--- src/rtl/qrm_pkg.sv ---
package qrm_pkg;

  // Width of a matrix element before rounding, in Q2.30 with headroom.
  localparam int unsigned ElemW = 35;
  // Number of fraction bits dropped when going from Q2.30 to Q2.14.
  localparam int unsigned DropW = 16;
  // Width of the rounded element before saturation.
  localparam int unsigned RndW = ElemW - DropW;
  // Number of matrix elements.
  localparam int unsigned NumElem = 9;

  // 1.0 in Q2.30 and the half-LSB bias used for rounding.
  localparam logic signed [ElemW-1:0] OneQ30    = ElemW'(64'sd1 <<< 30);
  localparam logic signed [ElemW-1:0] RoundHalf = ElemW'(64'sd1 <<< (DropW - 1));

  // Saturation bounds of a Q2.14 element.
  localparam logic signed [RndW-1:0] MaxQ214 = RndW'(32767);
  localparam logic signed [RndW-1:0] MinQ214 = -RndW'(32768);

  // One quaternion, signed Q1.15 components.
  typedef struct packed {
    logic signed [15:0] quat_x;
    logic signed [15:0] quat_y;
    logic signed [15:0] quat_z;
    logic signed [15:0] quat_w;
  } quat_in_t;

  // One rotation matrix, signed Q2.14 elements, row-major.
  typedef struct packed {
    logic signed [15:0] m00;
    logic signed [15:0] m01;
    logic signed [15:0] m02;
    logic signed [15:0] m10;
    logic signed [15:0] m11;
    logic signed [15:0] m12;
    logic signed [15:0] m20;
    logic signed [15:0] m21;
    logic signed [15:0] m22;
    logic               saturated;
  } mat_out_t;

  // Pairwise component products, exact Q2.30.
  typedef struct packed {
    logic signed [31:0] xx;
    logic signed [31:0] xy;
    logic signed [31:0] xz;
    logic signed [31:0] xw;
    logic signed [31:0] yy;
    logic signed [31:0] yz;
    logic signed [31:0] yw;
    logic signed [31:0] zz;
    logic signed [31:0] zw;
  } prod_t;

  // Unrounded matrix elements in Q2.30, row-major, element 0 in the low slot.
  typedef struct packed {
    logic [NumElem-1:0][ElemW-1:0] e;
  } elem_t;

endpackage

--- src/rtl/qrm_round.sv ---
// Third stage: rounds each element to Q2.14, saturates it and holds the
// result in the output register.
module qrm_round (
  input  logic              clk_i,
  input  logic              rst_ni,
  input  logic              valid_i,
  output logic              ready_o,
  input  qrm_pkg::elem_t    data_i,
  output logic              valid_o,
  input  logic              ready_i,
  output qrm_pkg::mat_out_t data_o
);

  logic                          valid_q;
  qrm_pkg::mat_out_t             data_q;
  qrm_pkg::mat_out_t             data_d;
  logic [qrm_pkg::NumElem-1:0]   sat;
  logic [qrm_pkg::NumElem-1:0][15:0] res;

  logic signed [qrm_pkg::ElemW-1:0] biased [qrm_pkg::NumElem];
  logic signed [qrm_pkg::RndW-1:0]  rnd    [qrm_pkg::NumElem];

  assign ready_o = !valid_q || ready_i;

  // Round half up by adding half an LSB and dropping the low bits, then clamp.
  always_comb begin
    for (int i = 0; i < qrm_pkg::NumElem; i++) begin
      biased[i] = $signed(data_i.e[i]) + qrm_pkg::RoundHalf;
      rnd[i]    = biased[i][qrm_pkg::ElemW-1:qrm_pkg::DropW];
      if (rnd[i] > qrm_pkg::MaxQ214) begin
        res[i] = 16'(qrm_pkg::MaxQ214);
        sat[i] = 1'b1;
      end else if (rnd[i] < qrm_pkg::MinQ214) begin
        res[i] = 16'(qrm_pkg::MinQ214);
        sat[i] = 1'b1;
      end else begin
        res[i] = 16'(rnd[i]);
        sat[i] = 1'b0;
      end
    end
  end

  // Map the row-major slots onto the named result fields.
  always_comb begin
    data_d.m00       = res[0];
    data_d.m01       = res[1];
    data_d.m02       = res[2];
    data_d.m10       = res[3];
    data_d.m11       = res[4];
    data_d.m12       = res[5];
    data_d.m20       = res[6];
    data_d.m21       = res[7];
    data_d.m22       = res[8];
    data_d.saturated = |sat;
  end

  always_ff @(posedge clk_i or negedge rst_ni) begin
    if (!rst_ni) begin
      valid_q <= 1'b0;
    end else if (ready_o) begin
      valid_q <= valid_i;
    end
  end

  always_ff @(posedge clk_i) begin
    if (valid_i && ready_o) begin
      data_q <= data_d;
    end
  end

  assign valid_o = valid_q;
  assign data_o  = data_q;

endmodule

--- config.mk ---
export PLATFORM = sky130hd
export DESIGN_NAME = qrm_round
export DESIGN_NICKNAME = d
export VERILOG_FILES = /design/src/rtl/qrm_pkg.sv /design/src/rtl/qrm_round.sv
export SDC_FILE = /design/constraint.sdc
export NUM_CORES = 1
export LEC_CHECK = 0
export BUFFER_PORTS_ARGS = -buffer_cell sky130_fd_sc_hd__buf_4
export CORE_AREA = 4 4 177 179
export CTS_CLUSTER_SIZE = 14
export DETAILED_ROUTE_END_ITERATION = 10
export DIE_AREA = 0 0 181 183
export PLACE_DENSITY = 0.64
export SYNTH_ARGS = -nofsm -noshare
export SYNTH_HDL_FRONTEND = slang
export SYNTH_SLANG_ARGS = --single-unit
--- constraint.sdc ---
create_clock -name clk_i -period 5.5 [get_ports clk_i]
set_input_delay 1.1 -clock clk_i [delete_from_list [all_inputs] [get_ports clk_i]]
set_output_delay 1.1 -clock clk_i [all_outputs]
set_load 0.02 [all_outputs]
==> metrics.txt <==
post-detailed-route DRC marker count 0; DR top layer met4; post-CTS setup buffer count 0; global-route wire length before repair 43500 um; share of synthesized registers carrying an async set or reset 0.685%; CP Capture Type flop; Clock transition at path regs 0.07 ns; per-instance average area after synthesis 10.3 um2; worst setup path endpoint data_o[21]$_SDFFCE_PP1P_; layout net count 1522; Max rail drop VDD 0.172 mV; Std-Cell Core Area 29600 um2; Met3 Wirelength 2570 um; class of the tightest hold or removal check input port to async pin; count of clock tree sinks 146; Post-Synthesis Cell Area 8970 um2; final RePlAce weighted congestion 0.900; routed wire length on met2 12700 um; critical register-to-register path endpoint data_o[139]$_SDFFCE_PP1P_; distinct cell type count of the synthesized netlist 70; Period Utilization, post-route 62.3%; CTS root buffer clkbuf_16; pin count of the biggest net entering global routing 83; RSZ-0062 raised after global routing false; sequential-to-total area share from yosys stat 48.8%; DIE AREA 33100 um2; Final Hold Fails 0; post-synth top area cell edfxtp_1; aggregate global routing overflow 0; Post-Route Setup TNS 0 ns; number of optimization iterations in the first detailed-route pass 5; number of synthesized register bits 146; Chip Height 183 um; cells taking the most area after synthesis edfxtp_1 49%, xor2_1 7.8%, o21ai_0 6.6%, xnor2_1 5.7%, nand3_1 3.8%; antenna violations before repair 0; routed via count divided by cell count 5.01; # Max-Cap Violations 0; number of nets with antenna violations after detailed routing 0; transition time at the pin with the least slew margin 1.18 ns; synthesis-to-finish area growth 38.4%; reg2reg path depth 3; Final Setup Violations 0; vias in the first global route 7877; Final Instance Area 12400 um2; final setup skew 0.00655 ns; number of slew-limit violations in the final report 0; post-cts repair resize count 0; final wirelength 28400 um; horizontal die dimension 181 um; clock buffer count from CTS 17; RR Startpoint valid_o$_DFFE_PN0N_; number of cells produced by synthesis 867; number of I/O pins 466; dpl hpwl 22400 um; cell types with the highest counts after synthesis 145 x edfxtp_1, 119 x o21ai_0, 80 x xor2_1; number of hold-repair buffers added at the cts stage 0; wire length per cell after detailed routing 17.8 um; count of input and output buffers 330; total power divided by cell area 249 nW/um2; PnR Total Power 0.00309 W; fraction of layout cells with a size suffix above 1 33.2%; Synth top area share 48.5%; largest buffer count on any clock path 2; CTS tree yes; latest clock arrival within the worst-skew pair 0.42 ns; vias 8006; depth of the CTS H-tree 4; worst setup path start data_i[260]; Crit Path Class input port to flop; global router's overall resource usage 16.4%; arrival time at the worst endpoint 3.56 ns; number of flops mapped to enable cells by yosys 145; peak fanout along the critical path 14; Max Clk Rate 292 MHz; Main synth FF type edfxtp_1; required time worst endpoint 5.63 ns; starting density of the core 30.3%; Metal-1 WL 12500 um; worst reg2reg setup slack 3.40 ns; Rows 63; number of DRC markers in iteration 0 437; net count of the mapped netlist 1195; minimum clock period 3.43 ns; Slew Limit Headroom 19.0%; Worst Hold Margin 0.441 ns; critical path launch point type input port; antenna cell count 0; yosys synthesis warning count 0; placed instance area 11800 um2; most common cell in the netlist edfxtp_1; run status completed; leakage power of the design 4.59 nW
-- how the worst min path moves through the flow --
stage,from,end
after floorplan,valid_o$_DFFE_PN0N_,valid_o$_DFFE_PN0N_
after global placement,valid_o$_DFFE_PN0N_,valid_o$_DFFE_PN0N_
after detailed placement,valid_o$_DFFE_PN0N_,valid_o$_DFFE_PN0N_
after CTS,rst_ni,valid_o$_DFFE_PN0N_
after global routing,rst_ni,valid_o$_DFFE_PN0N_
final,rst_ni,valid_o$_DFFE_PN0N_
-- routing by layer --
metal,up-vias,GRT usage (%)
met2,311,25.4
li1,3921,-
met1,3741,21.8
met5,-,0
met3,33,5.65
met4,0,5.37
-- layout make-up --
class                      instances  area (um2)
sequential                       146        4380
multi-input combinational        673        4380
timing repair buffer             333        2510
tap                              390         488
clock inverter                    12         109
inverter                          23        86.3
clock buffer                      20         457
fill                            2860       17100
-- stage by stage --
step	worst slack, ns	util (%)	std cells
after global placement	1.59	40.1	1565
final	2.07	42.0	1597
after global routing	1.83	42.0	1597
after detailed placement	1.55	40.1	1565
after CTS	2.03	42.0	1597
after floorplan	0.255	-	867
-- power by group --
part	switching, W	internal, W
Combinational	0.000356	0.000258
Clock	0.000490	0.000647
Sequential	0.0000226	0.00132
-- placed cells by master (no fill, tap or decap), drive strengths merged, types with 3 or more instances in the layout --
cell / n
clkinv: 5
a211oi: 5
a21oi: 7
clkbuf: 20
or3: 4
nor4b: 4
nand2b: 3
o211ai: 3
nor4: 10
o31a: 3
nor2: 54
and4: 17
nor3: 18
edfxtp: 145
o21ai: 139
and2: 6
nand4: 47
a31oi: 5
a41oi: 3
nand2: 62
ha: 9
or2: 10
xnor2: 58
a31o: 3
buf: 333
inv: 24
xor2: 80
and3: 22
o22ai: 5
mux2i: 3
clkinvlp: 5
nand3: 69
-- flip-flops by register name, summed over array words and instances, names as in the netlist --
name     count
data_o     145
valid_o      1
-- cell families (layout without fill, tap and decap cells) --
logic type | count (synthesis) | count (layout) | synth area share (%)
flip-flops | 146 | 146 | 48.8
adder cells (fa/ha/maj) | 9 | 9 | 1.26
buffers and inverters | 48 | 388 | 2.38
AND/OR/NAND/NOR | 330 | 330 | 20.8
XOR/XNOR | 138 | 138 | 13.5
multiplexers | 4 | 4 | 0.460
AO/OA/AOI/OAI | 192 | 192 | 12.8
-- critical path: stages --
cell      delay [ns]
buf_4           0.09
ha_1            0.19
nand4_1         0.23
nor4_1          0.32
mux2_2          0.40
o2111a_1        0.21
nor2_1          0.77
o21ai_0         0.24
No activity file was read; power rests on OpenSTA's default activity.
