### config.mk
export PLATFORM = sky130hd
export DESIGN_NAME = qrm_comb
export DESIGN_NICKNAME = d
export VERILOG_FILES = /design/src/rtl/qrm_pkg.sv /design/src/rtl/qrm_comb.sv
export SDC_FILE = /design/constraint.sdc
export NUM_CORES = 1
export LEC_CHECK = 0
export BUFFER_PORTS_ARGS = -buffer_cell sky130_fd_sc_hd__buf_2
export CAP_MARGIN = 20
export CORE_MARGIN = 4
export CORE_UTILIZATION = 50
export DETAILED_ROUTE_END_ITERATION = 6
export GPL_TIMING_DRIVEN = 0
export PLACE_DENSITY = 0.77
export SETUP_SLACK_MARGIN = 0.02
export SYNTH_ARGS = -nofsm -noshare
export SYNTH_HDL_FRONTEND = slang
export SYNTH_SLANG_ARGS = --single-unit
### constraint.sdc
create_clock -name clk_i -period 8.1 [get_ports clk_i]
set_input_delay 1.62 -clock clk_i [delete_from_list [all_inputs] [get_ports clk_i]]
set_output_delay 1.62 -clock clk_i [all_outputs]
set_load 0.1 [all_outputs]
### src/rtl/qrm_pkg.sv
package qrm_pkg;

  // Width of a matrix element before rounding, in Q2.30 with headroom.
  localparam int unsigned ElemW = 35;
  // Number of fraction bits dropped when going from Q2.30 to Q2.14.
  localparam int unsigned DropW = 16;
  // Width of the rounded element before saturation.
  localparam int unsigned RndW = ElemW - DropW;
  // Number of matrix elements.
  localparam int unsigned NumElem = 9;

  // 1.0 in Q2.30 and the half-LSB bias used for rounding.
  localparam logic signed [ElemW-1:0] OneQ30    = ElemW'(64'sd1 <<< 30);
  localparam logic signed [ElemW-1:0] RoundHalf = ElemW'(64'sd1 <<< (DropW - 1));

  // Saturation bounds of a Q2.14 element.
  localparam logic signed [RndW-1:0] MaxQ214 = RndW'(32767);
  localparam logic signed [RndW-1:0] MinQ214 = -RndW'(32768);

  // One quaternion, signed Q1.15 components.
  typedef struct packed {
    logic signed [15:0] quat_x;
    logic signed [15:0] quat_y;
    logic signed [15:0] quat_z;
    logic signed [15:0] quat_w;
  } quat_in_t;

  // One rotation matrix, signed Q2.14 elements, row-major.
  typedef struct packed {
    logic signed [15:0] m00;
    logic signed [15:0] m01;
    logic signed [15:0] m02;
    logic signed [15:0] m10;
    logic signed [15:0] m11;
    logic signed [15:0] m12;
    logic signed [15:0] m20;
    logic signed [15:0] m21;
    logic signed [15:0] m22;
    logic               saturated;
  } mat_out_t;

  // Pairwise component products, exact Q2.30.
  typedef struct packed {
    logic signed [31:0] xx;
    logic signed [31:0] xy;
    logic signed [31:0] xz;
    logic signed [31:0] xw;
    logic signed [31:0] yy;
    logic signed [31:0] yz;
    logic signed [31:0] yw;
    logic signed [31:0] zz;
    logic signed [31:0] zw;
  } prod_t;

  // Unrounded matrix elements in Q2.30, row-major, element 0 in the low slot.
  typedef struct packed {
    logic [NumElem-1:0][ElemW-1:0] e;
  } elem_t;

endpackage

### src/rtl/qrm_comb.sv
// Second stage: combines the products into the nine unrounded elements.
module qrm_comb (
  input  logic           clk_i,
  input  logic           rst_ni,
  input  logic           valid_i,
  output logic           ready_o,
  input  qrm_pkg::prod_t data_i,
  output logic           valid_o,
  input  logic           ready_i,
  output qrm_pkg::elem_t data_o
);

  logic           valid_q;
  qrm_pkg::elem_t data_q;
  qrm_pkg::elem_t data_d;

  logic signed [qrm_pkg::ElemW-1:0] xx, xy, xz, xw, yy, yz, yw, zz, zw;

  assign ready_o = !valid_q || ready_i;

  // Products widened to element width so that the sums cannot overflow.
  assign xx = qrm_pkg::ElemW'(data_i.xx);
  assign xy = qrm_pkg::ElemW'(data_i.xy);
  assign xz = qrm_pkg::ElemW'(data_i.xz);
  assign xw = qrm_pkg::ElemW'(data_i.xw);
  assign yy = qrm_pkg::ElemW'(data_i.yy);
  assign yz = qrm_pkg::ElemW'(data_i.yz);
  assign yw = qrm_pkg::ElemW'(data_i.yw);
  assign zz = qrm_pkg::ElemW'(data_i.zz);
  assign zw = qrm_pkg::ElemW'(data_i.zw);

  // Diagonal elements are 1 - 2(a+b), the others 2(a+-b).
  always_comb begin
    data_d.e[0] = qrm_pkg::OneQ30 - ((yy + zz) <<< 1);
    data_d.e[1] = (xy + zw) <<< 1;
    data_d.e[2] = (xz - yw) <<< 1;
    data_d.e[3] = (xy - zw) <<< 1;
    data_d.e[4] = qrm_pkg::OneQ30 - ((xx + zz) <<< 1);
    data_d.e[5] = (yz + xw) <<< 1;
    data_d.e[6] = (xz + yw) <<< 1;
    data_d.e[7] = (yz - xw) <<< 1;
    data_d.e[8] = qrm_pkg::OneQ30 - ((xx + yy) <<< 1);
  end

  always_ff @(posedge clk_i or negedge rst_ni) begin
    if (!rst_ni) begin
      valid_q <= 1'b0;
    end else if (ready_o) begin
      valid_q <= valid_i;
    end
  end

  always_ff @(posedge clk_i) begin
    if (valid_i && ready_o) begin
      data_q <= data_d;
    end
  end

  assign valid_o = valid_q;
  assign data_o  = data_q;

endmodule

==> run summary <==
The run finished with clean final reports. Static timing analysis puts the maximum clock frequency at 0.1872 GHz. The portion of the post-synthesis area used by sequential elements came out at 0.3426. The share of the synthesized area in the top cell type is 0.3416. Remaining routing DRC violations: 0. Area of the core: 51510 um^2.

Library cell contributing the largest single delay on the critical path: sky130_fd_sc_hd__o31ai_1. After detailed routing, the number of vias per cell comes to 5.638. The total number of placement rows was 83. Routability-driven placement congestion ratio: 0.9567. The tools report the latest clock arrival within the worst-skew pair as 0.54 ns. The multi-input logic area came out at 15840 um^2. In this run the remaining antenna-violating nets after routing total 0.

The kind of cell adding the most delay to the critical path is compound AO/OA/AOI/OAI gates. The starting density of the core is 0.5069, and the peak ir drop on the vdd network is 0.0001884 V. The run gives 74 as the pin count of the biggest net entering global routing. The run gives 26110 um^2 as the post-synthesis instance area. The tools report the number of maximum-capacitance violations as 0. Overall global routing resource usage: 0.2736. Excluding fillers, the count of instances in the completed layout stands at 4204. In this run, synthesis inferred 297 flip-flops with an integrated enable. TritonCTS built the clock tree.

For the final-report hold violation count, the log shows 0. The root cell of the clock tree is sky130_fd_sc_hd__clkbuf_16. The synthesized area divided by synthesized cell count is 9.229 um^2, and the largest fanout of any net on the critical path is 4. After detailed routing, the wire length on met1 is 32500 um. For the final database, setup skew stands at 0.01071 ns.

The highest metal layer carrying signal wires in the routed design is met5. In the final routed layout, each cell accounts on average for 19.37 um. The share of synthesized registers carrying an async set or reset was 0.003356; the number of setup buffers added after CTS was 0.

The run gives 2829 as the post-synthesis cell count. The number of distinct library cells after synthesis was 104; the area overhead of the layout relative to synthesis was 20.37%. Together, buffers and inverters on the worst path number 2.

In this run, post-CTS repair resized a total of 0 instances. By startpoint and endpoint, the worst setup path is classified as in -> reg. Hold repair after CTS inserted 0 buffers.

Main flop type after synthesis: sky130_fd_sc_hd__edfxtp_1. Clock tree synthesis inserted a total of 39 buffers. For the final routed database, the setup TNS stands at 0 ns. For this run, the number of Yosys warnings is 0. Maximum cell stage delay along the critical path: 0.67 ns. The overall die height works out to 236.5 um. After clock tree synthesis, the clock-pin slew on the worst setup and hold paths is 0.06 ns. The number of pins with negative max-slew slack in the final report was 0; the total number of nets in the final design was 4073. The deepest clock path buffer count came out at 3. Counting flops and latches in the post-synthesis netlist gives 298.

Port buffering added 599 buffers. For the worst setup path, the data arrival time is 5.65 ns. In the post-synthesis netlist, the biggest area contributors are sky130_fd_sc_hd__edfxtp_1 (34%), sky130_fd_sc_hd__ha_1 (14%), sky130_fd_sc_hd__xnor2_1 (7.5%). Setup repair after global routing left no endpoint under its margin.

The die is 236.5 um wide. After legalization and detailed placement, the total HPWL measured 67340 um. The worst slew margin relative to its limit was 0.2256. The run gives 8944 um^2 as the register area.

For this design the static power due to leakage is 13.82 nW. The number of cells in the design after placement is 4120, and the setup-violating endpoint count in the final report is 0. Most common cell type on the critical path: sky130_fd_sc_hd__o21ai_0.

Counting I/O delays and the setup requirement, the final critical path takes 5.343 ns. The power per standard cell area was 220.9 nW/um^2. The initial antenna violation count is 24, and the routed length on met2 is 39450 um.

The logs give 22180 for the via count of the first global-routing pass and 6469 um for the detailed route wirelength on metal3. The die covers 55940 um^2. The routed via count was 23700. The worst setup path is launched from an input pin.

The H-tree depth is 2, and the initial DRC count is 1677. Traced cell by cell, the critical path runs through buf_2 -> inv_1 -> ha_1 -> fa_1 -> nor2b_1 -> o21ai_0 -> a21boi_0 -> o21ai_0 -> o31ai_1 -> a221oi_1 -> o21ai_0 -> a21oi_1 -> a21boi_0 -> nor4b_1 -> a211o_1. The endpoint class of the critical path was a register.

Fraction of layout instances using a drive strength above 1: 0.2118. The library cell occupying the most area in the post-synthesis netlist was sky130_fd_sc_hd__edfxtp_1. The total iterations of the first detailed-routing run is 6. The remaining global-route overflow is 0, and the clock sink count is 298. The transition time at the pin with the least slew margin works out to 1.147 ns. The I/O pin count is 609. The type of the most critical hold path was reg -> reg.

STA puts the critical path data required time at 8.41 ns. The share of the cycle needed by the critical path after routing works out to 0.6596. Number of filler instances in the final layout: 4488. The first global-routing pass estimated 122200 um of wire.

For this block, the routed nets add up to 81440 um of wire.
worst register-to-register path, delay by kind of cell (launching register included):
| kind | cells | cell delay (ns) |
|---|---|---|
| buffers and inverters | 2 | 0.70 |
| AND/OR/NAND/NOR | 2 | 0.59 |
| flip-flops | 1 | 0.37 |
power by group:
part           internal [W]  switching, W
combinational      0.000785       0.00237
sequential          0.00197     0.0000543
clock               0.00107      0.000690
total               0.00383       0.00312
synth_stat cells, types with 30 or more instances:
cell	n
sky130_fd_sc_hd__a21o_1	69
sky130_fd_sc_hd__a21oi_1	246
sky130_fd_sc_hd__a31oi_1	31
sky130_fd_sc_hd__and3_1	30
sky130_fd_sc_hd__clkbuf_1	79
sky130_fd_sc_hd__edfxtp_1	297
sky130_fd_sc_hd__ha_1	291
sky130_fd_sc_hd__inv_1	234
sky130_fd_sc_hd__nand2_1	126
sky130_fd_sc_hd__nand2b_1	40
sky130_fd_sc_hd__nand3_1	56
sky130_fd_sc_hd__nor2_1	262
sky130_fd_sc_hd__nor2b_1	35
sky130_fd_sc_hd__nor3_1	81
sky130_fd_sc_hd__o21ai_0	118
sky130_fd_sc_hd__o21bai_1	49
sky130_fd_sc_hd__xnor2_1	225
sky130_fd_sc_hd__xor2_1	89
layout by cell type, fill, tap and decap left out, drive strengths merged, types with 23 or more instances in the layout:
cell	netlist	layout
inv	234	236
xnor2	225	225
nor3	81	81
o31ai	23	23
or3	25	25
a21oi	248	248
nand3	56	56
nor2b	36	36
o21a	27	27
a21o	69	69
ha	291	291
o211ai	25	25
nor2	262	262
nand2	126	126
o21ai	128	128
nand2b	40	40
nand4	26	26
buf	27	630
xor2	89	89
a31oi	31	31
clkbuf	80	127
a211oi	31	31
o21bai	49	49
and3	30	30
edfxtp	297	297
final cells by class:
| type | count | share of cell area |
|---|---|---|
| antenna | 12 | 0.0009555 |
| buffer | 107 | 0.01541 |
| inverter | 234 | 0.02795 |
| timing repair buffer | 603 | 0.09889 |
| tap | 680 | 0.02707 |
| clock buffer | 47 | 0.03269 |
| sequential | 298 | 0.2846 |
| multi-input combinational | 2198 | 0.5039 |
| clock inverter | 25 | 0.008599 |
final timing paths:
path / startpoint / end / slack (ns) / cells after the start
max: data_i[96] / data_o[276]$_DFFE_PP_ / 2.76 / 15
min: valid_o$_DFFE_PN0N_ / valid_o$_DFFE_PN0N_ / 0.55 / 2
max reg2reg: valid_o$_DFFE_PN0N_ / data_o[266]$_DFFE_PP_ / 6.04 / 4
min reg2reg: valid_o$_DFFE_PN0N_ / valid_o$_DFFE_PN0N_ / 0.55 / 2
max in group asynchronous: rst_ni / valid_o$_DFFE_PN0N_ / 7.18 / 1
min in group asynchronous: rst_ni / valid_o$_DFFE_PN0N_ / 0.84 / 1
metal layers:
layer | vias up | track usage
met3 | 169 | 0.05323
met2 | 927 | 0.4797
met5 | - | 0
met4 | 16 | 0.08723
met1 | 11020 | 0.3406
li1 | 11570 | -
per-stage QoR:
| step | instance area [um^2] | hold slack [ns] | power (W) | utilization | worst slack, ns |
|---|---|---|---|---|---|
| after floorplan | 26140 | 1.324 | 0.004573 | - | 1.434 |
| after global placement | 29990 | 0.5007 | 0.005177 | 0.5822 | 0.7049 |
| after detailed placement | 30100 | 0.5250 | 0.005188 | 0.5844 | 2.317 |
| after CTS | 31400 | 0.5367 | 0.006966 | 0.6096 | 2.873 |
| after global routing | 31430 | 0.5732 | 0.007245 | 0.6101 | 2.663 |
| final | 31430 | 0.5465 | 0.006943 | 0.6101 | 2.757 |
cell families after synthesis:
family,count (synthesis),share of synthesized area
flops,298,0.3426
buf+inv,341,0.05219
xor+xnor,314,0.1053
simple gates,796,0.1540
mux,4,0.001534
other cells,1,0.0001436
fa+ha+maj,300,0.1464
compound gates,775,0.1979
flip-flops by register name, indices dropped and copies added (netlist names):
register	cells
data_o	297
valid_o	1
Note: power is estimated with default switching activity, not from simulation.
